### config.mk
export PLATFORM = sky130hd
export DESIGN_NAME = vn_hash
export DESIGN_NICKNAME = d
export VERILOG_FILES = /design/src/rtl/core/vn_pkg.sv /design/src/rtl/core/vn_hash.sv
export SDC_FILE = /design/constraint.sdc
export NUM_CORES = 2
export LEC_CHECK = 0
export BUFFER_PORTS_ARGS = -buffer_cell sky130_fd_sc_hd__buf_2
export CAP_MARGIN = 10
export CELL_PAD_IN_SITES_DETAIL_PLACEMENT = 0
export CELL_PAD_IN_SITES_GLOBAL_PLACEMENT = 1
export CORE_ASPECT_RATIO = 0.8
export CORE_MARGIN = 2
export CORE_UTILIZATION = 55
export CTS_CLUSTER_SIZE = 20
export DETAILED_ROUTE_END_ITERATION = 8
export GPL_ROUTABILITY_DRIVEN = 1
export GPL_TIMING_DRIVEN = 0
export PLACE_DENSITY = 0.95
export SETUP_SLACK_MARGIN = 0.1
export SLEW_MARGIN = 10
export SYNTH_ARGS = -nofsm -noshare
export SYNTH_HDL_FRONTEND = slang
export SYNTH_SLANG_ARGS = --single-unit
### constraint.sdc
create_clock -name clk -period 17.6 [get_ports clk]
set_input_delay 5.28 -clock clk [delete_from_list [all_inputs] [get_ports clk]]
set_output_delay 5.28 -clock clk [all_outputs]
set_load 0.02 [all_outputs]
### src/rtl/core/vn_pkg.sv
// Package for the value-noise generator: widths, hash constants and the cosine weight table.
package vn_pkg;

    localparam int COORD_W       = 24;
    localparam int OUT_W         = 18;
    localparam int WEIGHT_W      = 17;
    localparam int FRAC_BITS_DEF = 8;
    localparam int INT_BITS_DEF  = 16;
    localparam int TAB_DEPTH     = 256;
    localparam int TAB_IDX_W     = 8;
    localparam int FRAC_MAX_W    = 12;

    localparam logic [31:0] HASH_Y_MUL = 32'd57;
    localparam int          HASH_SHIFT = 13;
    localparam logic [31:0] POLY_A     = 32'd60493;
    localparam logic [31:0] POLY_B     = 32'd19990303;
    localparam logic [31:0] POLY_C     = 32'd1376312589;
    localparam logic [31:0] ONE_Q30    = 32'h4000_0000;

    localparam logic signed [OUT_W-1:0] NOISE_MIN = -18'sd65536;
    localparam logic signed [OUT_W-1:0] NOISE_MAX = 18'sd65536;

    localparam int TQ = 28;
    localparam int WQ = 16;
    localparam logic [63:0] PI_Q = (64'd31415927 << TQ) / 64'd10000000;

    typedef logic [63:0] taylor_div_t [10];
    localparam taylor_div_t TAYLOR_DIV = '{
        64'd6, 64'd20, 64'd42, 64'd72, 64'd110,
        64'd156, 64'd210, 64'd272, 64'd342, 64'd420
    };

    typedef logic [WEIGHT_W-1:0] weight_t;
    typedef weight_t weight_tab_t [TAB_DEPTH];

    // stage enables of the corner hash pipe
    typedef struct packed {
        logic xs;
        logic sq;
        logic poly;
        logic fin;
    } hash_en_t;

    // entry i = round(sin^2(pi*i/512) * 2^16), sine by Taylor series in Q.28
    function automatic weight_tab_t build_weights();
        weight_tab_t tab;
        logic [63:0] phi;
        logic [63:0] phi2;
        logic [63:0] term;
        logic [63:0] s;
        for (int i = 0; i < TAB_DEPTH; i++) begin
            phi  = (PI_Q * 64'(i)) / 64'd512;
            phi2 = (phi * phi) >> TQ;
            term = phi;
            s    = phi;
            for (int k = 0; k < 10; k++) begin
                term = ((term * phi2) >> TQ) / TAYLOR_DIV[k];
                if ((k % 2) == 0)
                begin
                    s = s - term;
                end
                else
                begin
                    s = s + term;
                end
            end
            tab[i] = WEIGHT_W'((s * s + (64'd1 << (2*TQ - WQ - 1))) >> (2*TQ - WQ));
        end
        return tab;
    endfunction

    localparam weight_tab_t WEIGHT_TAB = build_weights();

endpackage

### src/rtl/core/vn_hash.sv
// Four-stage pipelined integer hash of one lattice corner.
module vn_hash
    import vn_pkg::*;
(
    input  logic        clk,
    input  hash_en_t    en,
    input  logic [31:0] n,
    output logic [30:0] nn
);

    logic [30:0] h_reg;
    logic [30:0] h_b_reg;
    logic [30:0] h_c_reg;
    logic [30:0] sq_reg;
    logic [30:0] poly_reg;
    logic [30:0] nn_reg;

    logic [30:0] h_next;
    logic [30:0] sq_next;
    logic [30:0] poly_next;
    logic [30:0] nn_next;

    // only the low 31 bits survive the final mask
    assign h_next    = 31'(n ^ (n << HASH_SHIFT));
    assign sq_next   = 31'(h_reg * h_reg);
    assign poly_next = 31'(sq_reg * 31'(POLY_A) + 31'(POLY_B));
    assign nn_next   = 31'(h_c_reg * poly_reg + 31'(POLY_C));

    always_ff @(posedge clk)
    begin
        if (en.xs)
        begin
            h_reg <= h_next;
        end
        if (en.sq)
        begin
            sq_reg  <= sq_next;
            h_b_reg <= h_reg;
        end
        if (en.poly)
        begin
            poly_reg <= poly_next;
            h_c_reg  <= h_b_reg;
        end
        if (en.fin)
        begin
            nn_reg <= nn_next;
        end
    end

    assign nn = nn_reg;

endmodule

==> impl_metrics.sql <==
INSERT INTO impl_metrics (metric_group, metric, value, unit) VALUES
('cts', 'tritoncts.num_buffers', '17', ''),
('layout', 'fin_nets', '5319', ''),
('layout', 'area_growth', '5.35', '%'),
('logic_synthesis', 'synth_enable_flop_cells', '183', ''),
('setup_path', 'start_kind', 'flop', ''),
('setup_path', 'cp_data_required_time', '17870', 'ps'),
('detailed_routing', 'drt_first_pass_iters', '8', ''),
('outcome', 'status', 'completed', ''),
('cts', 'cts_root_buf', 'clkbuf_16', ''),
('placed_design', 'post-dp-hpwl', '84.1', 'mm'),
('setup_path', 'timing_worst_setup_path_type', 'flop to flop', ''),
('layout', 'num_antenna_cells', '0', ''),
('detailed_routing', 'met1Wirelength', '40.5', 'mm'),
('logic_synthesis', 'synth_async_sr_flop_share', '0', ''),
('setup_path', 'worst_path_max_delay_cell', 'clkbuf_1', ''),
('sta', 'max_freq', '115', 'MHz'),
('global_route', 'initial_antenna_violation_count', '2', ''),
('setup_path', 'worstRegToRegCells', '24', ''),
('global_route', 'grt.total_usage', '0.288', ''),
('cts', 'cts-hold-fix-buffers', '0', ''),
('logic_synthesis', 'synth_flop_cell', 'edfxtp_1', ''),
('cts', 'h-tree-depth', '4', ''),
('placed_design', 'post-place-ws', '8960', 'ps'),
('detailed_routing', 'total_length_of_routed_met3_wires', '8.19', 'mm'),
('job', 'maxCapViolations', '0', ''),
('detailed_routing', 'final_antenna_violating_net_count', '0', ''),
('detailed_routing', 'top_layer_reached_by_signal_wires', 'met5', ''),
('logic_synthesis', 'synth_warnings', '0', ''),
('detailed_routing', 'drt_iter0_drc', '1674', ''),
('sta', 'timing.final.crit_period', '8680', 'ps'),
('detailed_routing', 'postRouteWirelength', '101', 'mm'),
('sta', 'rsz0062_at_grt', 'no', ''),
('layout', 'fillers', '6158', ''),
('global_route', 'grt_first_pass_wirelength', '163', 'mm'),
('layout', 'multi_input_combinational_cell_area', '29600', 'sq um'),
('sta', 'timing.final.ws_setup', '8920', 'ps'),
('placed_design', 'port_buffers', '66', ''),
('sta', 'setup_viol_count_final', '0', ''),
('floorplan', 'ios', '68', ''),
('sta', 'worst_slew_pin_slew', '1120', 'ps'),
('setup_path', 'cp_slowest_stage_delay', '710', 'ps'),
('global_route', 'grt_start_max_net_pins', '62', ''),
('logic_synthesis', 'synth_sequential_area_ratio', '0.138', ''),
('layout', 'drive_gt1_frac', '0.0276', ''),
('floorplan', 'die_width', '304', 'um'),
('logic_synthesis', 'postSynthCellCount', '3922', ''),
('sta', 'fin_crit_sh', '0.493', ''),
('setup_path', 'end_kind', 'flop', ''),
('logic_synthesis', 'yosys-top-cells-area', 'fa_1 43%, edfxtp_1 14%, ha_1 13%, inv_1 11%, and2_1 5.1%', ''),
('floorplan', 'floorplan.initialDensity', '0.553', ''),
('detailed_routing', 'avgRoutedWirePerCell', '20.4', 'um'),
('sta', 'fin_hold_ws', '415', 'ps'),
('floorplan', 'floorplan.die_area', '74400', 'sq um'),
('cts', 'cts_resized', '0', ''),
('placed_design', 'globalplace.congestion', '1.01', ''),
('cts', 'worstSkewPairLatency', '520', 'ps'),
('detailed_routing', 'drcViolationCount', '0', ''),
('logic_synthesis', 'synth.cell_area', '39700', 'sq um'),
('setup_path', 'cp_cell_sequence', 'clkbuf_1 -> clkbuf_1 -> and2_1 -> fa_1 -> inv_1 -> fa_1 -> fa_1 -> fa_1 -> inv_1 -> fa_1 -> inv_1 -> fa_1 -> inv_1 -> fa_1 -> fa_1 -> ha_1 -> o21a_1 -> o21ai_0 -> o31a_1 -> o311a_1 -> nor3_1 -> a2111oi_2 -> a21oi_1 -> xnor2_1', ''),
('sta', 'finalClockSkew', '33.0', 'ps'),
('setup_path', 'cp_num_buf_inv', '6', ''),
('setup_path', 'worst-endpoint-arrival', '8940', 'ps'),
('setup_path', 'setup.reg_to_reg.worst_slack', '8920', 'ps'),
('setup_path', 'crit_path_frequent_cell', 'fa_1', ''),
('cts', 'cts_post_setup_buffers_inserted', '0', ''),
('floorplan', 'row_count', '88', ''),
('setup_path', 'critPathMaxFanout', '10', ''),
('cts', 'clock_transition_at_the_registers_of_the_reported_paths', '110', 'ps'),
('global_route', 'first_global_vias', '29400', ''),
('sta', 'relSlewSlack', '0.253', ''),
('sta', 'final_hold_viol_count', '0', '');
## worst reg2reg max path, stage by stage, from the launching register on
cell       delay, ps
edfxtp_1         490
clkbuf_1         650
clkbuf_1         720
and2_1           270
fa_1             390
inv_1             80
fa_1             430
fa_1             500
fa_1             550
inv_1             60
fa_1             510
inv_1             60
fa_1             530
inv_1             50
fa_1             380
fa_1             470
ha_1             380
o21a_1           210
o21ai_0          280
o31a_1           220
o311a_1          310
nor3_1           120
a2111oi_2        500
a21oi_1          160
xnor2_1          140
## logic make-up (layout without fill, tap and decap cells)
| family | count (synthesis) | after routing | share of synthesized area |
|---|---|---|---|
| AO/OA/AOI/OAI | 213 | 213 | 0.0358 |
| XOR/XNOR | 201 | 201 | 0.0443 |
| adder cells (fa/ha/maj) | 1269 | 1269 | 0.563 |
| buffers and inverters | 1231 | 1330 | 0.116 |
| flip-flops | 183 | 183 | 0.138 |
| multiplexers | 1 | 1 | 0.000252 |
| other | 2 | 7 | 0.000189 |
| AND/OR/NAND/NOR | 822 | 822 | 0.102 |
## layout make-up
| type | count | area share |
|---|---|---|
| buffer | 109 | 0.00978 |
| clock buffer | 18 | 0.0103 |
| clock inverter | 14 | 0.00320 |
| inverter | 1122 | 0.101 |
| multi-input combinational | 2513 | 0.708 |
| sequential | 183 | 0.131 |
| tap | 945 | 0.0282 |
| timing repair buffer | 67 | 0.00867 |
## per-stage QoR
| step | instances | cell area [sq um] |
|---|---|---|
| CTS | 4971 | 41900 |
| detailed placement | 4939 | 41300 |
| global placement | 4938 | 41300 |
| floorplan | 3927 | 39700 |
| global route | 4971 | 41900 |
| finish | 4971 | 41900 |
## layer usage
layer	track usage	vias to the layer above
li1	-	11700
met1	0.371	13500
met2	0.477	1050
met3	0.0600	263
met4	0.122	2
met5	0	-
## placed cells by master, fill, tap and decap left out, types with 31 or more instances in the layout
master / instances
nand2_1: 382
buf_2: 64
clkbuf_1: 110
inv_1: 1122
edfxtp_1: 183
fa_1: 862
and2_1: 325
xor2_1: 60
ha_1: 407
xnor2_1: 141
o21ai_0: 34
a21o_1: 31
nor2_1: 42
a21oi_1: 64
## worst min path at each step
stage,slack (ps),start,endpoint,depth (start not counted)
5_1_grt,430,h_b_reg[16],h_c_reg[16],0
4_1_cts,420,h_b_reg[4],h_c_reg[4],0
2_1_floorplan,400,h_reg[30],h_b_reg[30],0
3_5_place_dp,400,h_b_reg[1],h_c_reg[1],0
3_3_place_gp,400,h_b_reg[16],h_c_reg[16],0
6_report,410,h_b_reg[4],h_c_reg[4],0
## synth_stat cells (all sizes together), types with 15 or more instances
library cell and instances:
o21ai 35, nand3 15, edfxtp 183, nand2 382, and2 325, ha 407
nor2 42, inv 1122, clkbuf 109, fa 862, xnor2 141, a21o 31
a21oi 64, xor2 60
Power is left out: the tool's default activity adds up to more than one toggle a clock period on the data nets, which glitch-free logic cannot reach.
